`src/hw/rtl/tkpd_pkg.sv`:
```
`default_nettype none

package tkpd_pkg;

  localparam int NumChannels = 9;
  localparam int AvgLog2     = 5;

  localparam int ChanW   = 4;
  localparam int SampleW = 10;
  localparam int LevelW  = 10;
  localparam int SumW    = 15;
  localparam int KeyW    = 5;
  localparam int SumIdxW = (NumChannels > 1) ? $clog2(NumChannels) : 1;

  localparam logic [SumW-1:0]    SumMax      = {SumW{1'b1}};
  localparam logic [LevelW-1:0]  LevelMax    = {LevelW{1'b1}};
  localparam logic [LevelW-1:0]  ThreshReset = LevelW'(50);
  localparam logic [ChanW-1:0]   LastChan    = ChanW'(NumChannels - 1);
  localparam logic [ChanW:0]     ChanLimit   = (ChanW + 1)'(NumChannels);

  localparam logic [1:0] OpcodeClear = 2'd0;
  localparam logic [1:0] OpcodeCal   = 2'd1;
  localparam logic [1:0] OpcodeScan  = 2'd2;

  localparam int QueueDepth = 4;
  localparam int QueuePtrW  = $clog2(QueueDepth);

  localparam int KeyTableLen = 20;
  localparam logic [KeyW-1:0] KeyNone = KeyW'(20);

  // channel pair masks by key code: 0-15 hex, AD, OK, PLUS, MU
  localparam logic [15:0] KeyPairMask [KeyTableLen] = '{
    16'h0048, 16'h0104, 16'h000C, 16'h0005,
    16'h0110, 16'h0018, 16'h0011, 16'h0120,
    16'h0028, 16'h0021, 16'h0140, 16'h0041,
    16'h0006, 16'h0012, 16'h0022, 16'h0042,
    16'h0084, 16'h0090, 16'h00A0, 16'h00C0
  };

  typedef enum logic [1:0] {
    OpClear,
    OpCal,
    OpScan
  } op_kind_e;

  typedef struct packed {
    op_kind_e               kind;
    logic [ChanW-1:0]       chan;
    logic [SampleW-1:0]     sample;
  } q_entry_t;

  function automatic logic [KeyW-1:0] key_of_pair(input logic [ChanW-1:0] a,
                                                  input logic [ChanW-1:0] b);
    logic [15:0]     mask;
    logic [KeyW-1:0] key;
    mask = (16'd1 << a) | (16'd1 << b);
    key  = KeyNone;
    for (int k = KeyTableLen - 1; k >= 0; k--) begin
      if (KeyPairMask[k] == mask) begin
        key = KeyW'(k);
      end
    end
    return key;
  endfunction

endpackage

`default_nettype wire

```
`src/hw/rtl/tkpd_front.sv`:
```
`default_nettype none

module tkpd_front (
  input  wire logic                          in_valid_i,
  output logic                               in_ready_o,
  input  wire logic [1:0]                    opcode_i,
  input  wire logic [tkpd_pkg::ChanW-1:0]    channel_i,
  input  wire logic [tkpd_pkg::SampleW-1:0]  sample_i,
  input  wire logic                          q_full_i,
  output logic                               q_push_o,
  output tkpd_pkg::q_entry_t                 q_entry_o
);

  logic     chan_ok;
  logic     keep;
  tkpd_pkg::op_kind_e kind;

  assign chan_ok = ({1'b0, channel_i} < tkpd_pkg::ChanLimit);

  always_comb begin
    kind = tkpd_pkg::OpClear;
    keep = 1'b0;
    case (opcode_i)
      tkpd_pkg::OpcodeClear: begin
        kind = tkpd_pkg::OpClear;
        keep = 1'b1;
      end
      tkpd_pkg::OpcodeCal: begin
        kind = tkpd_pkg::OpCal;
        keep = chan_ok;
      end
      tkpd_pkg::OpcodeScan: begin
        kind = tkpd_pkg::OpScan;
        keep = chan_ok;
      end
      default: begin
        kind = tkpd_pkg::OpClear;
        keep = 1'b0;
      end
    endcase
  end

  // dropped beats are still taken so the channel never hangs
  assign in_ready_o       = !q_full_i;
  assign q_push_o         = in_valid_i && !q_full_i && keep;
  assign q_entry_o.kind   = kind;
  assign q_entry_o.chan   = channel_i;
  assign q_entry_o.sample = sample_i;

endmodule

`default_nettype wire

```
`src/hw/rtl/tkpd_queue.sv`:
```
`default_nettype none

module tkpd_queue (
  input  wire logic          clk_i,
  input  wire logic          rst_ni,
  input  wire logic          push_i,
  input  tkpd_pkg::q_entry_t push_data_i,
  output logic               full_o,
  input  wire logic          pop_i,
  output logic               head_valid_o,
  output tkpd_pkg::q_entry_t head_o
);

  tkpd_pkg::q_entry_t mem_q [tkpd_pkg::QueueDepth];
  logic [tkpd_pkg::QueuePtrW-1:0] wr_ptr_q, wr_ptr_d;
  logic [tkpd_pkg::QueuePtrW-1:0] rd_ptr_q, rd_ptr_d;
  logic [tkpd_pkg::QueuePtrW:0]   count_q, count_d;
  logic do_push, do_pop;

  assign full_o       = (count_q == (tkpd_pkg::QueuePtrW + 1)'(tkpd_pkg::QueueDepth));
  assign head_valid_o = (count_q != '0);
  assign head_o       = mem_q[rd_ptr_q];
  assign do_push      = push_i && !full_o;
  assign do_pop       = pop_i && head_valid_o;

  always_comb begin
    wr_ptr_d = do_push ? wr_ptr_q + 1'b1 : wr_ptr_q;
    rd_ptr_d = do_pop ? rd_ptr_q + 1'b1 : rd_ptr_q;
    count_d  = count_q;
    if (do_push && !do_pop) begin
      count_d = count_q + 1'b1;
    end else if (!do_push && do_pop) begin
      count_d = count_q - 1'b1;
    end
  end

  always_ff @(posedge clk_i or negedge rst_ni) begin
    if (!rst_ni) begin
      wr_ptr_q <= '0;
      rd_ptr_q <= '0;
      count_q  <= '0;
    end else begin
      wr_ptr_q <= wr_ptr_d;
      rd_ptr_q <= rd_ptr_d;
      count_q  <= count_d;
    end
  end

  always_ff @(posedge clk_i) begin
    if (do_push) begin
      mem_q[wr_ptr_q] <= push_data_i;
    end
  end

endmodule

`default_nettype wire

```
`src/hw/rtl/tkpd_back.sv`:
```
`default_nettype none

module tkpd_back (
  input  wire logic                          clk_i,
  input  wire logic                          rst_ni,
  input  wire logic [tkpd_pkg::LevelW-1:0]   threshold_i,
  input  wire logic                          head_valid_i,
  input  tkpd_pkg::q_entry_t                 head_i,
  output logic                               pop_o,
  output logic                               out_valid_o,
  input  wire logic                          out_ready_i,
  output logic [tkpd_pkg::KeyW-1:0]          key_code_o,
  output logic [tkpd_pkg::ChanW-1:0]         top_channel_o,
  output logic [tkpd_pkg::ChanW-1:0]         second_channel_o
);

  localparam int SumW   = tkpd_pkg::SumW;
  localparam int LevelW = tkpd_pkg::LevelW;
  localparam int ChanW  = tkpd_pkg::ChanW;

  logic [SumW-1:0] sum_q [tkpd_pkg::NumChannels];
  logic [tkpd_pkg::SumIdxW-1:0] idx;
  logic [SumW-1:0] cur_sum, base, diff;
  logic [SumW:0]   sum_add;
  logic [SumW-1:0] sum_sat;
  logic [LevelW-1:0] lvl_sat, lvl;

  logic en;

  // level stage
  logic              a_valid_q, a_valid_d;
  logic [LevelW-1:0] a_lvl_q;
  logic [ChanW-1:0]  a_chan_q;

  // running top two
  logic [LevelW-1:0] best_lvl_q, best_lvl_d, run_lvl_q, run_lvl_d;
  logic [ChanW-1:0]  best_chan_q, best_chan_d, run_chan_q, run_chan_d;
  logic              run_seen_q, run_seen_d;

  logic                        out_valid_q, out_valid_d;
  logic [tkpd_pkg::KeyW-1:0]   key_q;
  logic [ChanW-1:0]            top_q, second_q;
  logic                        emit;

  assign en    = !out_valid_q || out_ready_i;
  assign pop_o = en && head_valid_i;
  assign idx   = head_i.chan[tkpd_pkg::SumIdxW-1:0];

  always_comb begin
    cur_sum = sum_q[idx];
    sum_add = {1'b0, cur_sum} + (SumW + 1)'(head_i.sample);
    sum_sat = sum_add[SumW] ? tkpd_pkg::SumMax : sum_add[SumW-1:0];
    base    = cur_sum >> tkpd_pkg::AvgLog2;
    diff    = base - SumW'(head_i.sample);
    lvl_sat = (|diff[SumW-1:LevelW]) ? tkpd_pkg::LevelMax : diff[LevelW-1:0];
    if (SumW'(head_i.sample) >= base || lvl_sat < threshold_i) begin
      lvl = '0;
    end else begin
      lvl = lvl_sat;
    end
  end

  always_ff @(posedge clk_i or negedge rst_ni) begin
    if (!rst_ni) begin
      for (int i = 0; i < tkpd_pkg::NumChannels; i++) begin
        sum_q[i] <= '0;
      end
    end else if (pop_o) begin
      case (head_i.kind)
        tkpd_pkg::OpClear: begin
          for (int i = 0; i < tkpd_pkg::NumChannels; i++) begin
            sum_q[i] <= '0;
          end
        end
        tkpd_pkg::OpCal: begin
          sum_q[idx] <= sum_sat;
        end
        default: begin
        end
      endcase
    end
  end

  assign a_valid_d = en ? (pop_o && head_i.kind == tkpd_pkg::OpScan) : a_valid_q;

  always_ff @(posedge clk_i) begin
    if (en) begin
      a_lvl_q  <= lvl;
      a_chan_q <= head_i.chan;
    end
  end

  always_comb begin
    best_lvl_d  = best_lvl_q;
    best_chan_d = best_chan_q;
    run_lvl_d   = run_lvl_q;
    run_chan_d  = run_chan_q;
    run_seen_d  = run_seen_q;
    if (a_chan_q == '0) begin
      best_lvl_d  = a_lvl_q;
      best_chan_d = '0;
      run_seen_d  = 1'b0;
    end else if (a_lvl_q > best_lvl_q) begin
      run_lvl_d   = best_lvl_q;
      run_chan_d  = best_chan_q;
      run_seen_d  = 1'b1;
      best_lvl_d  = a_lvl_q;
      best_chan_d = a_chan_q;
    end else if (!run_seen_q || a_lvl_q > run_lvl_q) begin
      run_lvl_d  = a_lvl_q;
      run_chan_d = a_chan_q;
      run_seen_d = 1'b1;
    end
  end

  assign emit        = a_valid_q && (a_chan_q == tkpd_pkg::LastChan);
  assign out_valid_d = en ? emit : out_valid_q;

  always_ff @(posedge clk_i or negedge rst_ni) begin
    if (!rst_ni) begin
      a_valid_q   <= 1'b0;
      out_valid_q <= 1'b0;
      best_lvl_q  <= '0;
      best_chan_q <= '0;
      run_lvl_q   <= '0;
      run_chan_q  <= '0;
      run_seen_q  <= 1'b0;
    end else begin
      a_valid_q   <= a_valid_d;
      out_valid_q <= out_valid_d;
      if (en && a_valid_q) begin
        best_lvl_q  <= best_lvl_d;
        best_chan_q <= best_chan_d;
        run_lvl_q   <= run_lvl_d;
        run_chan_q  <= run_chan_d;
        run_seen_q  <= run_seen_d;
      end
    end
  end

  always_ff @(posedge clk_i) begin
    if (en && emit) begin
      key_q    <= tkpd_pkg::key_of_pair(best_chan_d, run_chan_d);
      top_q    <= best_chan_d;
      second_q <= run_chan_d;
    end
  end

  assign out_valid_o      = out_valid_q;
  assign key_code_o       = key_q;
  assign top_channel_o    = top_q;
  assign second_channel_o = second_q;

endmodule

`default_nettype wire

```
`src/hw/rtl/touch_keypad_pair_decoder_unit.sv`:
```
// Channel  Handshake                Beat
// in       in_valid_i/in_ready_o    opcode_i, channel_i, sample_i
// out      out_valid_o/out_ready_i  key_code_o, top_channel_o, second_channel_o
// cfg      cfg_valid_i/cfg_ready_o  cfg_data_i (touch threshold)
//
// One input beat per cycle while the queue is not full; a result passes from its
// scan beat through the queue, level stage and tracker into the output register.
// Output stalls freeze the back end; the 4-entry queue keeps the input side taking
// beats until it fills. Reset clears the queue, baseline sums, tracker and threshold
// (to 50). Opcode 3 and out-of-range channels on cal or scan beats are taken and dropped.
`default_nettype none

module touch_keypad_pair_decoder_unit (
  input  wire logic                          clk_i,
  input  wire logic                          rst_ni,
  input  wire logic                          in_valid_i,
  output logic                               in_ready_o,
  input  wire logic [1:0]                    opcode_i,
  input  wire logic [tkpd_pkg::ChanW-1:0]    channel_i,
  input  wire logic [tkpd_pkg::SampleW-1:0]  sample_i,
  output logic                               out_valid_o,
  input  wire logic                          out_ready_i,
  output logic [tkpd_pkg::KeyW-1:0]          key_code_o,
  output logic [tkpd_pkg::ChanW-1:0]         top_channel_o,
  output logic [tkpd_pkg::ChanW-1:0]         second_channel_o,
  input  wire logic                          cfg_valid_i,
  output logic                               cfg_ready_o,
  input  wire logic [tkpd_pkg::LevelW-1:0]   cfg_data_i
);

  logic [tkpd_pkg::LevelW-1:0] thresh_q;
  logic                        q_full, q_push, q_pop, head_valid;
  tkpd_pkg::q_entry_t          q_entry, head;

  assign cfg_ready_o = 1'b1;

  always_ff @(posedge clk_i or negedge rst_ni) begin
    if (!rst_ni) begin
      thresh_q <= tkpd_pkg::ThreshReset;
    end else if (cfg_valid_i) begin
      thresh_q <= cfg_data_i;
    end
  end

  tkpd_front u_front (
    .in_valid_i (in_valid_i),
    .in_ready_o (in_ready_o),
    .opcode_i   (opcode_i),
    .channel_i  (channel_i),
    .sample_i   (sample_i),
    .q_full_i   (q_full),
    .q_push_o   (q_push),
    .q_entry_o  (q_entry)
  );

  tkpd_queue u_queue (
    .clk_i        (clk_i),
    .rst_ni       (rst_ni),
    .push_i       (q_push),
    .push_data_i  (q_entry),
    .full_o       (q_full),
    .pop_i        (q_pop),
    .head_valid_o (head_valid),
    .head_o       (head)
  );

  tkpd_back u_back (
    .clk_i            (clk_i),
    .rst_ni           (rst_ni),
    .threshold_i      (thresh_q),
    .head_valid_i     (head_valid),
    .head_i           (head),
    .pop_o            (q_pop),
    .out_valid_o      (out_valid_o),
    .out_ready_i      (out_ready_i),
    .key_code_o       (key_code_o),
    .top_channel_o    (top_channel_o),
    .second_channel_o (second_channel_o)
  );

endmodule

`default_nettype wire
```
`config.mk`:
```
export PLATFORM = sky130hd
export DESIGN_NAME = touch_keypad_pair_decoder_unit
export DESIGN_NICKNAME = d
export VERILOG_FILES = /design/src/hw/rtl/tkpd_pkg.sv /design/src/hw/rtl/tkpd_front.sv /design/src/hw/rtl/tkpd_queue.sv /design/src/hw/rtl/tkpd_back.sv /design/src/hw/rtl/touch_keypad_pair_decoder_unit.sv
export SDC_FILE = /design/constraint.sdc
export NUM_CORES = 1
export LEC_CHECK = 0
export BUFFER_PORTS_ARGS = -buffer_cell sky130_fd_sc_hd__clkbuf_2
export CORE_MARGIN = 5
export CORE_UTILIZATION = 40
export CTS_CLUSTER_SIZE = 8
export DETAILED_ROUTE_END_ITERATION = 10
export PLACE_DENSITY = 0.65
export SYNTH_ARGS = -nofsm -noshare
export SYNTH_HDL_FRONTEND = slang
export SYNTH_SLANG_ARGS = --single-unit
```
`constraint.sdc`:
```
create_clock -name clk_i -period 10.4 [get_ports clk_i]
set_input_delay 1.04 -clock clk_i [delete_from_list [all_inputs] [get_ports clk_i]]
set_output_delay 1.04 -clock clk_i [all_outputs]
set_load 0.005 [all_outputs]
```
# After elaboration in Yosys (flattened, before gate mapping)

Memories as Yosys holds them, arrays and structs flattened.
Cells that the tools add are included.

Register bits: 210
Bits in writable memories: 64
Word-level logic and storage cells: 159
Memories: 1

Add/subtract/negate cells: 6
Order comparisons: 7
Equality and inequality tests: 26
Shifts and indexed selects: 2
Multiplexer cells: 46
Bitwise operators: 3
Reduce and logical (&&, ||, !) cells: 39

Memory list:

| memory        | depth | width | rd ports | clocked after memory_dff | write ports | line             | source |
|---|---|---|---|---|---|---|---|
| u_queue.mem_q | 4     | 16    | 1        | 0                        | 1           | tkpd_queue.sv:14 | `tkpd_pkg::q_entry_t mem_q [tkpd_pkg::QueueDepth];` |

Operator list:

| cell                   | number |
|---|---|
| $pmux W135 S2          | 1 |
| $bwmux W135            | 1 |
| $eq A8 B16 Y1 const A  | 4 |
| $eq A9 B16 Y1 const A  | 4 |
| $bmux W15 S4           | 1 |
| $demux W15 S4          | 1 |
| $mux W15               | 4 |
| $mux W4                | 13 |
| $mux W10               | 5 |
| $eq A5 B16 Y1 const A  | 3 |
| $eq A6 B16 Y1 const A  | 3 |
| $eq A7 B16 Y1 const A  | 3 |
| $eq A3 B16 Y1 const A  | 2 |
| $shl A1 B4 Y16 const A | 2 |
| $mux W3                | 10 |
| $gt A10 B10 Y1         | 2 |
| $add A15 B10 Y16       | 1 |
| $eq A4 B16 Y1 const A  | 1 |
| $or A16 B16 Y16        | 1 |
| $reduce_or A16 Y1      | 1 |
| $logic_and A1 B1 Y1    | 12 |
| $sub A10 B10 Y11       | 1 |
| $ge A10 B10 Y1         | 1 |
| $lt A10 B10 Y1         | 1 |
| 28 further kinds       | 51 |

# Longest topological paths before layout

Word-level depth: 27
Gate-level depth with buffers: 28

# Modules after synthesis

From an unflattened synthesis, not the netlist that was laid out.

Cells, all modules: 1,272
Area, all modules: 14,393.8 um^2

By module, submodules not included:

| module                         | instances | cells an instance | area each (um^2) | sequential area each (um^2) |
|---|---|---|---|---|
| tkpd_back                      | 1         | 1,105             | 10,969.3         | 4,964.8 |
| tkpd_queue                     | 1         | 119               | 2,793.9          | 2,097.0 |
| touch_keypad_pair_decoder_unit | 1         | 23                | 426.7            | 254.0 |
| tkpd_front                     | 1         | 25                | 203.9            | 0.0 |

# Worst setup path after synthesis

No wires, ideal clock.

Path type: register to register
From: register u_queue.rd_ptr_q[0] (netlist name)
To: register u_back.a_lvl_q[1], data pin
Setup time: 0.141 ns
Arrival: 5.453 ns
Required time: 10.259 ns
Setup slack: 4.806 ns
Cell stages (with the launch flop): 27
Cell sequence: dfrtp_1 -> buf_4 -> mux4_2 -> buf_2 -> clkbuf_1 -> buf_1 -> mux4_2 -> mux2i_1 -> o21a_1 -> inv_1 -> ha_1 -> nor2b_1 -> o21ai_0 -> a21boi_0 -> o21ai_0 -> a21boi_0 -> o21ai_0 -> a21boi_0 -> o21a_1 -> or3_1 -> a21o_1 -> ha_1 -> nand4_1 -> o21ai_0 -> o21ai_0 -> a211o_1 -> nor2b_1

Word-level cells in the longest chain between the ends: 10
Elaborated cells on any way between the ends: 11

Ends and longest elaborated chain:

| element                                     | line             | source |
|---|---|---|
| from (decl)                                 | tkpd_queue.sv:16 | `logic [tkpd_pkg::QueuePtrW-1:0] rd_ptr_q, rd_ptr_d;` |
| from (signal assigned)                      | tkpd_queue.sv:44 | `rd_ptr_q <= rd_ptr_d;` |
| $mem_v2 Z4 W16 (*)                          | -                |  |
| $not A4 Y5 (implied by the code)            | tkpd_back.sv:50  | `cur_sum = sum_q[idx];` |
| $bmux W15 S4                                | tkpd_back.sv:50  |  |
| $mux W15 (implied by the code) (2 in a row) | tkpd_back.sv:50  |  |
| $sub A10 B10 Y11 (*)                        | tkpd_back.sv:54  | `diff = base - SumW'(head_i.sample);` |
| $reduce_or A5 Y1                            | tkpd_back.sv:55  | `lvl_sat = (\|diff[SumW-1:LevelW]) ? tkpd_pkg::LevelMax : diff[LevelW-1:0];` |
| $mux W10 (*)                                | tkpd_back.sv:55  |  |
| named net u_back.lvl_sat[9]                 | tkpd_back.sv:26  | `logic [LevelW-1:0] lvl_sat, lvl;` |
| $lt A10 B10 Y1 (*)                          | tkpd_back.sv:56  | `if (SumW'(head_i.sample) >= base \|\| lvl_sat < threshold_i) begin` |
| $logic_or A1 B1 Y1 (*)                      | tkpd_back.sv:56  |  |
| to (signal assigned)                        | tkpd_back.sv:88  | `a_lvl_q <= lvl;` |
| to (decl)                                   | tkpd_back.sv:32  | `logic [LevelW-1:0] a_lvl_q;` |

The timed path passes the listed nets; every way through them passes the cells marked *. The select of a mux whose other input is x is not followed.
A chain may end at the register's enable or synchronous reset.

# Worst setup path after layout

From: register u_queue.rd_ptr_q[1] (netlist name)
To: register u_back.a_lvl_q[5], data pin

Same word-level chain as after synthesis.

==> run metrics <==
proportion of netlist area held by the largest area contributor a little under a third; vias per inst 5.42; cell occurring most often along the worst timing path sky130_fd_sc_hd__o21ai_0; post-synthesis average cell area 11.1 sq um; DR pass1 iterations 4; # Post-CTS Setup Buffers 0; CP endpoint kind register; H-Tree Level Count 2; number of hold-repair buffers added at the cts stage 0; number of diodes 0; crit-path max cell delay 0.90 ns; Clock Sink Count between 200 and 300; kind of launch point of the worst setup path register; Post-synth EDFFs slightly above 90; HPWL after detailed placement 21500 um; fmax around 0.15 GHz; residual antenna-violating net count after detailed routing 0; fraction of registers with async set or reset after synthesis 66.8%; initial cell density of the core 40.6%; number of rows in the core area 68; minimum setup slack after placement 3.63 ns; clock edge transition at the registers on the reported setup and hold paths ~0.050 ns; horizontal die dimension around 200 um; final total negative setup slack 0 ns; post-synthesis cell count about 1300; depth of the worst register-to-register path 23; Fill cells around 3200; cell with the most instances after synthesis sky130_fd_sc_hd__nand2_1; Unique masters post-synth 86; Worst R2R Start u_queue.rd_ptr_q[1]$_DFFE_PN0P_; DRC errors left 0; maximum number of pins on one net before global-route repair about 100; # setup viols final 0; cell types occupying the most area after synthesis sky130_fd_sc_hd__dfrtp_1 32%, sky130_fd_sc_hd__edfxtp_1 19%, sky130_fd_sc_hd__mux4_2 7.3%, sky130_fd_sc_hd__o21ai_0 6.8%, sky130_fd_sc_hd__nand2_1 6.0%; final hold vios 0; height of the chip roughly 200 um; Final WS setup 3.63 ns; first-pass GRT wire length 53100 um; initial antenna violation count 0; clock latency at the later pin of the worst-skew pair 0.53 ns; RD Place Congestion 0.826; minimum period implied by the final worst setup slack a little under 7 ns; Worst Path Required roughly 11 ns; layout cell share with drive strength beyond 1 15.2%; slew at the pin closest to its max-slew limit about 1.2 ns; TritonCTS clock tree built; cells along the critical path mux4_2 -> buf_4 -> mux4_2 -> mux2i_1 -> o21a_1 -> inv_1 -> ha_1 -> nor2b_1 -> o21ai_0 -> a21boi_0 -> o21ai_0 -> a21boi_0 -> o21ai_0 -> a21boi_0 -> o21a_1 -> or3_1 -> a21o_1 -> ha_1 -> nand4_1 -> o21ai_0 -> o21ai_0 -> a211o_1 -> nor2b_1; Seq/Total Area, Yosys between 50% and 60%; total routing usage reported by global routing 16.6%; maxcap violations 0; maximum number of buffers from clock root to sink 3; vias in the first global route 9860; count of boundary I/O pins 47; largest area contributor in the netlist sky130_fd_sc_hd__dfrtp_1; Post-Syn Nets 1365; status completed; total of buffers placed on input and output ports 45; Iteration-0 DRC Markers 495; worst hold path startpoint u_back.best_chan_q[0]$_DFFE_PN0P_; Critical Path Slowest Stage Cell sky130_fd_sc_hd__mux4_2; die area 0.0391 sq mm; Yosys reg bits 274; RSZ-0062 raised after global routing no; Gates resized, CTS repair 0; Routed Wire Length 32100 um; pins over their slew limit 0; Worst Hold Endpoint u_back.best_chan_q[0]$_DFFE_PN0P_; sum of overflow across all layers after global routing 0; netlist area before placement 0.0141 sq mm; area growth from synthesis to final layout 12.3%; Routed WL per cell 17.9 um; final critical-path share of the clock period between 60% and 70%; Critical Path Fanout Max 22; area of all sequential standard cells 0.00732 sq mm; worst setup path category reg -> reg; final setup skew 0.0170 ns; via count between 9000 and 10000; class of the most critical hold timing path reg -> reg; hold-critical path depth 2; root buffer cell sky130_fd_sc_hd__clkbuf_16; number of warnings printed during yosys synthesis 0; arrival time worst endpoint roughly 7.1 ns; Net count, final 1404; capture point of the worst reg-to-reg path u_back.a_lvl_q[5]$_SDFFCE_PP0P_; setup slack, reg-to-reg ~3.6 ns; area of the core 0.0347 sq mm; TritonCTS buffer count 40; Max-Slew Margin vs Limit 22.4%; most frequent cells after synthesis 225 x sky130_fd_sc_hd__nand2_1, 192 x sky130_fd_sc_hd__o21ai_0, 180 x sky130_fd_sc_hd__dfrtp_1; leading register cell type out of synthesis sky130_fd_sc_hd__dfrtp_1; footprint of the multi-input gates around 0.0063 sq mm
-- state kept, by name (all words and copies together), names as in the netlist --
register and flops:
u_back.best_chan_q 4, u_back.a_valid_q 1, u_queue.count_q 3, u_queue.wr_ptr_q 2, u_back.best_lvl_q 10, u_back.sum_q 135, u_back.top_channel_o 4, u_back.key_code_o 5
u_back.run_chan_q 4, u_back.a_chan_q 4, thresh_q 10, u_back.run_seen_q 1, u_back.out_valid_o 1, u_queue.mem_q 64, u_back.run_lvl_q 10, u_back.second_channel_o 4
u_queue.rd_ptr_q 2, u_back.a_lvl_q 10
-- worst max-delay path: cells and delay by family (launching register included) --
family,cells,cell delay (ns)
AO/OA/AOI/OAI,12,2.34
multiplexers,3,1.60
flip-flops,1,0.84
AND/OR/NAND/NOR,4,0.69
adder cells (fa/ha/maj),2,0.60
buffers and inverters,2,0.55
-- per-stage QoR --
stage	instance area (sq um)	std cells	hold WS (ns)	util (%)
after detailed placement	14700	1725	0.468	42.3
after global routing	15800	1788	0.491	45.6
after floorplan	14100	1273	0.442	-
after CTS	15800	1788	0.478	45.6
after global placement	14700	1725	0.457	42.3
final	15800	1788	0.474	45.6
-- metal layers --
layer	vias up	routed length [um]	track usage [%]
li1	4651	-	-
met2	226	15700	27.8
met1	4761	14000	22.2
met4	0	737	4.95
met3	55	1640	2.93
met5	-	0	0
-- kinds of logic (layout without fill, tap and decap cells) --
logic type	count (synthesis)	count (layout)	synth area share [%]
AO/OA/AOI/OAI	333	333	14.5
XOR/XNOR	19	19	1.18
adder cells (fa/ha/maj)	61	61	5.57
buffers and inverters	124	184	3.66
flip-flops	274	274	51.9
multiplexers	77	77	9.74
other	1	1	0.0266
AND/OR/NAND/NOR	384	384	13.4
-- cells in the final DEF, fill, tap and decap left out, drive strengths merged, types with 8 or more instances in the layout --
cell type and count:
a211oi 11, nor2 58, nand2b 10, xnor2 13, nor2b 22, o211ai 8, nand3 17, nand2 227
ha 58, mux4 46, nor3 10, o21ai 211, clkbuf 103, mux2i 19, a21o 10, a21oi 36
nand4 10, inv 72, dfrtp 180, edfxtp 91, mux2 12
-- worst max-delay path by stage --
stage,to,slack [ns],depth (start not counted),from
after floorplan,u_back.a_lvl_q[1]$_SDFFCE_PP0P_,4.81,26,u_queue.rd_ptr_q[0]$_DFFE_PN0P_
after global placement,u_back.a_lvl_q[9]$_SDFFCE_PP0P_,3.71,23,u_queue.rd_ptr_q[1]$_DFFE_PN0P_
after detailed placement,u_back.a_lvl_q[5]$_SDFFCE_PP0P_,3.63,23,u_queue.rd_ptr_q[1]$_DFFE_PN0P_
after CTS,u_back.a_lvl_q[5]$_SDFFCE_PP0P_,3.56,23,u_queue.rd_ptr_q[1]$_DFFE_PN0P_
after global routing,u_back.a_lvl_q[5]$_SDFFCE_PP0P_,2.93,23,u_queue.rd_ptr_q[1]$_DFFE_PN0P_
final,u_back.a_lvl_q[5]$_SDFFCE_PP0P_,3.63,23,u_queue.rd_ptr_q[1]$_DFFE_PN0P_
-- final cells by class --
type / count / area share (%)
Clock inverter: 4 / 0.474
Sequential cell: 274 / 46.2
Timing Repair Buffer: 50 / 1.70
Tap cell: 455 / 3.59
Clock buffer: 59 / 6.77
Multi-Input combinational cell: 875 / 39.6
Inverter: 71 / 1.68
Power is not shown: default switching activity piles up to over one toggle a cycle in this logic, so the estimate is an artifact.
